$ cat src/sv/srfr_pkg.sv
// Constants, types and helpers of the sensor reply frame receiver.
package srfr_pkg;

  localparam int BUFFER_BYTES = 32;
  localparam int AW           = $clog2(BUFFER_BYTES);
  localparam int HDR_LEN      = 6;
  localparam int LEN_KNOWN_AT = 9;

  localparam logic [7:0] SYNC_LEAD = 8'hEF;
  localparam logic [7:0] SYNC_ADDR = 8'h01;
  localparam logic [7:0] SYNC_FILL = 8'hFF;

  localparam int POS_PID     = 6;
  localparam int POS_LEN_HI  = 7;
  localparam int POS_CONF    = 9;
  localparam int POS_WORD_HI = 10;
  localparam int POS_WORD_LO = 11;

  typedef struct packed {
    logic       done;
    logic [7:0] len;
  } srfr_done_t;

  typedef enum logic [5:0] {
    RD_IDLE = 6'b000001,
    RD_PID  = 6'b000010,
    RD_CONF = 6'b000100,
    RD_WHI  = 6'b001000,
    RD_WLO  = 6'b010000,
    RD_LAST = 6'b100000
  } srfr_rd_state_t;

  function automatic logic [7:0] sync_byte(input logic [2:0] idx);
    logic [7:0] b;
    case (idx)
      3'd0:    b = SYNC_LEAD;
      3'd1:    b = SYNC_ADDR;
      default: b = SYNC_FILL;
    endcase
    return b;
  endfunction

endpackage

$ cat src/sv/srfr_if.sv
// Valid/ready channel interfaces for received bytes and decoded replies.
interface srfr_in_if;
  logic       valid;
  logic       ready;
  logic [7:0] rx_byte;

  modport source (output valid, output rx_byte, input ready);
  modport sink (input valid, input rx_byte, output ready);
endinterface

interface srfr_out_if;
  logic        valid;
  logic        ready;
  logic [7:0]  frame_length;
  logic [7:0]  packet_id;
  logic [7:0]  confirm_code;
  logic        success;
  logic [15:0] data_word;

  modport source (output valid, output frame_length, output packet_id,
                  output confirm_code, output success, output data_word, input ready);
  modport sink (input valid, input frame_length, input packet_id,
                input confirm_code, input success, input data_word, output ready);
endinterface

$ cat src/sv/sensor_reply_frame_receiver.sv
// Top level of the sensor reply frame receiver.
// Takes one received byte per clock cycle, hunts for the header EF 01 FF FF FF FF and
// writes each frame byte into a BUFFER_BYTES x 8 frame store RAM. The total length is
// 9 plus the big-endian length in bytes 7 and 8; a frame longer than the store is
// dropped and the hunt restarts. After the last byte of a frame a read sequencer
// fetches bytes 6, 9, 10 and 11 in turn through the single RAM read port into a
// staging register, from which the reply word is loaded into the output register. Bytes
// are taken every cycle; input is held off only while one finished reply waits in
// the staging register behind an unaccepted output word. Checksums are not checked.
module sensor_reply_frame_receiver
  import srfr_pkg::*;
(
  input  logic      clk,
  input  logic      rst,
  srfr_in_if.sink   rx,
  srfr_out_if.source reply
);

  logic          accept;
  logic          we;
  logic [AW-1:0] waddr;
  logic [7:0]    wdata;
  logic [AW-1:0] raddr;
  logic [7:0]    rdata;
  logic          hold;
  srfr_done_t    done;

  assign rx.ready = !hold;
  assign accept   = rx.valid && !hold;

  srfr_deframer u_deframer (
    .clk     (clk),
    .rst     (rst),
    .accept  (accept),
    .rx_byte (rx.rx_byte),
    .we      (we),
    .waddr   (waddr),
    .wdata   (wdata),
    .done    (done)
  );

  srfr_ram #(
    .WIDTH (8),
    .DEPTH (BUFFER_BYTES)
  ) u_store (
    .clk   (clk),
    .we    (we),
    .waddr (waddr),
    .wdata (wdata),
    .raddr (raddr),
    .rdata (rdata)
  );

  srfr_readout u_readout (
    .clk   (clk),
    .rst   (rst),
    .done  (done),
    .rdata (rdata),
    .raddr (raddr),
    .hold  (hold),
    .reply (reply)
  );

endmodule

$ cat src/sv/srfr_ram.sv
// Generic single write port, single read port RAM with registered read.
module srfr_ram #(
  parameter int WIDTH = 8,
  parameter int DEPTH = 32
) (
  input  logic                     clk,
  input  logic                     we,
  input  logic [$clog2(DEPTH)-1:0] waddr,
  input  logic [WIDTH-1:0]         wdata,
  input  logic [$clog2(DEPTH)-1:0] raddr,
  output logic [WIDTH-1:0]         rdata
);

  logic [WIDTH-1:0] mem [DEPTH];

  always_ff @(posedge clk) begin
    if (we) begin
      mem[waddr] <= wdata;
    end
    rdata <= mem[raddr];
  end

endmodule

$ cat src/sv/srfr_deframer.sv
// Header hunt, frame byte counting, length check and frame-end detection.
module srfr_deframer
  import srfr_pkg::*;
(
  input  logic          clk,
  input  logic          rst,
  input  logic          accept,
  input  logic [7:0]    rx_byte,
  output logic          we,
  output logic [AW-1:0] waddr,
  output logic [7:0]    wdata,
  output srfr_done_t    done
);

  logic [2:0] header_progress, header_progress_next;
  logic [7:0] byte_count, byte_count_next;
  logic [7:0] expected_total, expected_total_next;
  logic [7:0] len_hi;

  logic [2:0] hp;
  logic [7:0] cnt_inc;
  logic [7:0] total_eff;

  assign wdata = rx_byte;

  always_comb begin
    hp                   = (header_progress >= 3'(HDR_LEN)) ? 3'd0 : header_progress;
    cnt_inc              = 8'(byte_count + 8'd1);
    header_progress_next = header_progress;
    byte_count_next      = byte_count;
    expected_total_next  = expected_total;
    total_eff            = expected_total;
    we                   = 1'b0;
    waddr                = byte_count[AW-1:0];
    done                 = '0;
    if (accept) begin
      if (expected_total == 8'd0) begin
        if (rx_byte == sync_byte(hp)) begin
          we                   = 1'b1;
          waddr                = AW'(hp);
          header_progress_next = 3'(hp + 3'd1);
          if (hp == 3'(HDR_LEN - 1)) begin
            byte_count_next     = 8'(HDR_LEN);
            expected_total_next = 8'd1;
          end
        end else begin
          header_progress_next = 3'd0;
          if (rx_byte == SYNC_LEAD) begin
            we                   = 1'b1;
            waddr                = '0;
            header_progress_next = 3'd1;
          end
        end
      end else if (byte_count >= 8'(BUFFER_BYTES)) begin
        // overrun guard
        expected_total_next  = 8'd0;
        header_progress_next = 3'd0;
      end else begin
        we              = 1'b1;
        byte_count_next = cnt_inc;
        if (cnt_inc == 8'(LEN_KNOWN_AT)) begin
          if (len_hi != 8'd0 || rx_byte > 8'(BUFFER_BYTES - LEN_KNOWN_AT)) begin
            total_eff = 8'd0;
          end else begin
            total_eff = 8'(rx_byte + 8'(LEN_KNOWN_AT));
          end
          expected_total_next = total_eff;
          if (total_eff == 8'd0) begin
            header_progress_next = 3'd0;
          end
        end
        if (total_eff > 8'd1 && cnt_inc == total_eff) begin
          done.done            = 1'b1;
          done.len             = cnt_inc;
          expected_total_next  = 8'd0;
          header_progress_next = 3'd0;
        end
      end
    end
  end

  always_ff @(posedge clk) begin
    if (rst) begin
      header_progress <= '0;
      byte_count      <= '0;
      expected_total  <= '0;
    end else begin
      header_progress <= header_progress_next;
      byte_count      <= byte_count_next;
      expected_total  <= expected_total_next;
    end
  end

  always_ff @(posedge clk) begin
    if (accept && expected_total != 8'd0 && byte_count == 8'(POS_LEN_HI)) begin
      len_hi <= rx_byte;
    end
  end

endmodule

$ cat src/sv/srfr_readout.sv
// Reply field fetch from the frame store, staging word and output register.
module srfr_readout
  import srfr_pkg::*;
(
  input  logic              clk,
  input  logic              rst,
  input  srfr_done_t        done,
  input  logic [7:0]        rdata,
  output logic [AW-1:0]     raddr,
  output logic              hold,
  srfr_out_if.source        reply
);

  srfr_rd_state_t state, state_next;

  logic [7:0]  rd_len;
  logic        stage_full;
  logic [7:0]  stage_len;
  logic [7:0]  stage_pid;
  logic [7:0]  stage_conf;
  logic [15:0] stage_word;
  logic        out_valid;
  logic        load_out;

  assign hold     = stage_full && out_valid;
  assign load_out = stage_full && (!out_valid || reply.ready);

  always_comb begin
    state_next = state;
    raddr      = AW'(POS_PID);
    case (state)
      RD_IDLE: if (done.done) begin
        state_next = RD_PID;
      end
      RD_PID: begin
        raddr      = AW'(POS_PID);
        state_next = RD_CONF;
      end
      RD_CONF: begin
        raddr      = AW'(POS_CONF);
        state_next = RD_WHI;
      end
      RD_WHI: begin
        raddr      = AW'(POS_WORD_HI);
        state_next = RD_WLO;
      end
      RD_WLO: begin
        raddr      = AW'(POS_WORD_LO);
        state_next = RD_LAST;
      end
      RD_LAST: state_next = RD_IDLE;
      default: state_next = RD_IDLE;
    endcase
  end

  always_ff @(posedge clk) begin
    if (rst) begin
      state      <= RD_IDLE;
      stage_full <= 1'b0;
      out_valid  <= 1'b0;
    end else begin
      state <= state_next;
      if (state == RD_LAST) begin
        stage_full <= 1'b1;
      end else if (load_out) begin
        stage_full <= 1'b0;
      end
      if (load_out) begin
        out_valid <= 1'b1;
      end else if (reply.ready) begin
        out_valid <= 1'b0;
      end
    end
  end

  // fields are masked when the frame is too short to hold them
  always_ff @(posedge clk) begin
    if (state == RD_IDLE && done.done) begin
      rd_len <= done.len;
    end
    case (state)
      RD_CONF: begin
        stage_pid <= rdata;
        stage_len <= rd_len;
      end
      RD_WHI:  stage_conf <= (rd_len > 8'(POS_CONF)) ? rdata : 8'd0;
      RD_WLO:  stage_word[15:8] <= (rd_len > 8'(POS_WORD_LO)) ? rdata : 8'd0;
      RD_LAST: stage_word[7:0] <= (rd_len > 8'(POS_WORD_LO)) ? rdata : 8'd0;
      default: ;
    endcase
    if (load_out) begin
      reply.frame_length <= stage_len;
      reply.packet_id    <= stage_pid;
      reply.confirm_code <= stage_conf;
      reply.success      <= (stage_len > 8'(POS_CONF)) && (stage_conf == 8'd0);
      reply.data_word    <= stage_word;
    end
  end

  assign reply.valid = out_valid;

endmodule

$ cat src/flat_wrapper.sv
// flat-port wrapper written by rule: the top's interface ports become plain ports
module sensor_reply_frame_receiver_flat import srfr_pkg::*;
  (clk, rst, rx_valid, rx_rx_byte, rx_ready, reply_valid, reply_frame_length, reply_packet_id, reply_confirm_code, reply_success, reply_data_word, reply_ready);
  srfr_in_if rx_i ();
  srfr_out_if reply_i ();
  input  logic clk;
  input  logic rst;
  input wire logic [$bits(rx_i.valid)-1:0] rx_valid;
  input wire logic [$bits(rx_i.rx_byte)-1:0] rx_rx_byte;
  output wire logic [$bits(rx_i.ready)-1:0] rx_ready;
  output wire logic [$bits(reply_i.valid)-1:0] reply_valid;
  output wire logic [$bits(reply_i.frame_length)-1:0] reply_frame_length;
  output wire logic [$bits(reply_i.packet_id)-1:0] reply_packet_id;
  output wire logic [$bits(reply_i.confirm_code)-1:0] reply_confirm_code;
  output wire logic [$bits(reply_i.success)-1:0] reply_success;
  output wire logic [$bits(reply_i.data_word)-1:0] reply_data_word;
  input wire logic [$bits(reply_i.ready)-1:0] reply_ready;
  assign rx_i.valid = rx_valid;
  assign rx_i.rx_byte = rx_rx_byte;
  assign rx_ready = rx_i.ready;
  assign reply_valid = reply_i.valid;
  assign reply_frame_length = reply_i.frame_length;
  assign reply_packet_id = reply_i.packet_id;
  assign reply_confirm_code = reply_i.confirm_code;
  assign reply_success = reply_i.success;
  assign reply_data_word = reply_i.data_word;
  assign reply_i.ready = reply_ready;
  sensor_reply_frame_receiver u_core (.clk(clk), .rst(rst), .rx(rx_i), .reply(reply_i));
endmodule
$ cat config.mk
export PLATFORM = sky130hd
export DESIGN_NAME = sensor_reply_frame_receiver_flat
export DESIGN_NICKNAME = d
export VERILOG_FILES = /design/src/sv/srfr_pkg.sv /design/src/sv/srfr_if.sv /design/src/sv/sensor_reply_frame_receiver.sv /design/src/sv/srfr_ram.sv /design/src/sv/srfr_deframer.sv /design/src/sv/srfr_readout.sv /design/src/flat_wrapper.sv
export SDC_FILE = /design/constraint.sdc
export NUM_CORES = 1
export LEC_CHECK = 0
export ABC_AREA = 1
export BUFFER_PORTS_ARGS = -buffer_cell sky130_fd_sc_hd__buf_2
export CORE_ASPECT_RATIO = 0.8
export CORE_MARGIN = 5
export CORE_UTILIZATION = 57
export DETAILED_ROUTE_END_ITERATION = 10
export MAX_ROUTING_LAYER = met4
export PLACE_DENSITY = 0.87
export SETUP_SLACK_MARGIN = 0.5
export SYNTH_ARGS = -nofsm -noshare
export SYNTH_HDL_FRONTEND = slang
export SYNTH_SLANG_ARGS = --single-unit
$ cat constraint.sdc
create_clock -name clk -period 4.4 [get_ports clk]
set_input_delay 1.1 -clock clk [delete_from_list [all_inputs] [get_ports clk]]
set_output_delay 1.1 -clock clk [all_outputs]
set_load 0.03 [all_outputs]
==> impl_metrics.env <==
export IMPL_synth_top_area_frac=0.586
export IMPL_rsz0062_at_grt="no"
export IMPL_pwr_density_cell_nw_per_um2=399
export IMPL_placed_area_um2=7380
export IMPL_grt_overflow_total=0
export IMPL_ys_top_cells_by_area="edfxtp_1 59%, dfxtp_1 10%, nand2_1 7.0%, inv_1 4.5%, nor2_1 3.2%"
export IMPL_fin_worst_skew_ps=11.1
export IMPL_status="finished, final reports clean"
export IMPL_fin_nets=705
export IMPL_h_tree_depth=4
export IMPL_p_leak_nw=3.06
export IMPL_clock_sinks=170
export IMPL_ant_nets=0
export IMPL_p_sw_frac=0.219
export IMPL_die_y_um=109
export IMPL_yosys_top_cells_count="135 x edfxtp_1, 128 x nand2_1, 82 x inv_1, 59 x nor2_1, 43 x nand3_1"
export IMPL_end_kind="flip-flop"
export IMPL_first_pass_iters=5
export IMPL_seqPwrFrac=0.540
export IMPL_drc=0
export IMPL_numCtsBuffers=17
export IMPL_finalPower_mw=3.18
export IMPL_via_per_inst=5.43
export IMPL_setup_tns_ps=0
export IMPL_setup_viol=0
export IMPL_vias=4634
export IMPL_cts_root_buf="clkbuf_16"
export IMPL_worstPathRequired_ps=4460
export IMPL_rows=36
export IMPL_avgSynthCellArea_um2=11.1
export IMPL_clk_path_buf_depth=2
export IMPL_grt_max_degree=42
export IMPL_p_comb_frac=0.011
export IMPL_track_usage=0.210
export IMPL_cts_hold_fix_buffers=0
export IMPL_clk_pin_slew_ps=70
export IMPL_hold_viol=0
export IMPL_cp_max_fo=9
export IMPL_final_cell_area_um2=7960
export IMPL_numPortBuffers=54
export IMPL_grt_pass1_wl_um=22800
export IMPL_core_area_um2=12000
export IMPL_finalCritPeriodShare=0.769
export IMPL_grt_pass1_vias=4547
export IMPL_p_sw_mw=0.695
export IMPL_die_w_um=133
export IMPL_clk_latency_ps=420
export IMPL_synth_edf_count=135
export IMPL_synth_async_reset_ratio=0
export IMPL_max_freq_mhz=296
export IMPL_synth_cell_type_count=39
export IMPL_cts_tree="done"
export IMPL_drive_above_1_share=0.182
export IMPL_ctsResizeCount=0
export IMPL_relSlewSlack=0.185
export IMPL_gp_congestion=0.945
export IMPL_slew_violations=0
export IMPL_area_delta_synth_final_pct=15.1
export IMPL_min_path_type="flip-flop to flip-flop"
export IMPL_ys_seq_elements=170
export IMPL_intPower_mw=2.48
export IMPL_crit_type="flip-flop to flip-flop"
export IMPL_yosysTopAreaCell="edfxtp_1"
export IMPL_synth_flop_cell="edfxtp_1"
export IMPL_irDropWorstVdd_uv=261
export IMPL_antenna_found_initial=0
export IMPL_worstMarginPinSlew_ps=1220
export IMPL_fillers=875
export IMPL_initial_core_util=0.575
export IMPL_diodes=0
export IMPL_ioPinCount=55
export IMPL_min_period_ps=3380
export IMPL_postSynthCellCount=620
export IMPL_wirelength_um=13600
export IMPL_dp_hpwl_um=9850
export IMPL_crit_path_start_kind="flip-flop"
export IMPL_drt_iter0_drc=371
export IMPL_clkPwrFrac=0.449
export IMPL_dieArea_um2=14400
export IMPL_synth_yosys_warnings=0
export IMPL_post_cts_setup_buffers=0
export IMPL_wire_per_inst_um=16.0
export IMPL_synth_seq_area_share=0.688
export IMPL_drv_cap=0
export IMPL_netlist_area_um2=6910
export IMPL_synth_most_common_cell="edfxtp_1"
export IMPL_worstPathArrival_ps=3440
==> state kept, by name, indices dropped and copies added, names as in the netlist, 3 cells and up <==
| name | count |
|---|---|
| u_core.u_store.mem | 38 |
| u_core.u_readout.reply.data_word | 16 |
| u_core.u_readout.stage_word | 16 |
| u_core.u_deframer.byte_count | 8 |
| u_core.u_deframer.expected_total | 8 |
| u_core.u_deframer.len_hi | 8 |
| u_core.u_readout.rd_len | 8 |
| u_core.u_readout.reply.confirm_code | 8 |
| u_core.u_readout.reply.frame_length | 8 |
| u_core.u_readout.reply.packet_id | 8 |
| u_core.u_readout.stage_conf | 8 |
| u_core.u_readout.stage_len | 8 |
| u_core.u_readout.stage_pid | 8 |
| u_core.u_store.rdata | 8 |
| u_core.u_readout.state | 6 |
| u_core.u_deframer.header_progress | 3 |
==> layout make-up <==
class / instances / area (um2) / share of cell area
Multi-Input combinational cell: 359 / 1830 / 0.230
Inverter: 85 / 319 / 0.0401
Timing Repair Buffer: 56 / 285 / 0.0359
Clock buffer: 18 / 429 / 0.0539
Clock inverter: 14 / 149 / 0.0187
Sequential cell: 170 / 4750 / 0.598
Tap cell: 152 / 190 / 0.0239
==> metal layers <==
metal,part of all wire,GRT usage,up-vias
met5,0,-,-
met2,0.48,0.341,211
li1,-,-,2257
met3,0.078,0.0586,20
met1,0.43,0.267,2146
met4,0.012,0.0485,0
==> layout by cell type, fill, tap and decap left out, types with 3 or more instances in the layout <==
| cell type | n |
|---|---|
| nand4_1 | 14 |
| inv_1 | 82 |
| o21ai_0 | 9 |
| buf_2 | 54 |
| ha_1 | 4 |
| nand2_1 | 128 |
| o31ai_1 | 3 |
| nor2_1 | 59 |
| edfxtp_1 | 135 |
| a21oi_1 | 32 |
| or2_2 | 3 |
| clkinvlp_4 | 3 |
| nor2_4 | 3 |
| clkbuf_16 | 17 |
| a21oi_2 | 3 |
| nor4_1 | 7 |
| nand3_2 | 4 |
| a31oi_1 | 4 |
| inv_8 | 6 |
| dfxtp_1 | 35 |
| nand2_2 | 12 |
| inv_2 | 3 |
| nor3_1 | 9 |
| nand3_1 | 43 |
==> final timing paths <==
path / to / startpoint / cells past startpoint / slack (ps)
min reg2reg: u_core.u_readout.reply.packet_id[7] / u_core.u_readout.stage_pid[7] / 0 / 420
min: u_core.u_readout.reply.packet_id[7] / u_core.u_readout.stage_pid[7] / 0 / 420
max: u_core.u_readout.rd_len[1] / u_core.u_deframer.byte_count[0] / 15 / 1020
max reg2reg: u_core.u_readout.rd_len[1] / u_core.u_deframer.byte_count[0] / 15 / 1020
==> cell families (layout without fill, tap and decap cells) <==
kind of cell,Yosys count,in the layout,synth area share
other cells,1,2,0.000542
fa+ha+maj,4,4,0.00724
buf+inv,92,173,0.0521
compound gates,58,58,0.0476
simple gates,295,295,0.205
flops,170,170,0.688
==> critical path: stages, from the launching register on <==
cell     delay (ps)
dfxtp_1         550
ha_1            300
nand2_1          90
nand2_1         240
nand2_1          90
nor2_1          110
nand2_1         100
nor2_4          180
nand3_1         190
nand2_1         140
nand2_1          60
nand2_1          50
nand2_1          80
nor2_4          170
nand4_4         180
nor2_1          480
==> metrics by stage <==
stage	hold slack (ps)	instances	worst slack [ps]	util
detailed placement	405	822	829	0.613
finish	415	854	1020	0.661
CTS	419	854	1050	0.661
global placement	402	822	955	0.613
floorplan	400	621	790	-
global route	428	854	726	0.661
==> power by group through the flow <==
stage | combinational, mW | sequential, mW | clock (mW)
3_5_place_dp | 0.0329 | 1.75 | 0
4_1_cts | 0.0329 | 1.72 | 1.45
6_report | 0.0334 | 1.72 | 1.43
5_1_grt | 0.0374 | 1.71 | 1.53
3_3_place_gp | 0.0310 | 1.75 | 0
2_1_floorplan | 0.0126 | 1.75 | 0
Power figures use the tool's default switching activity.
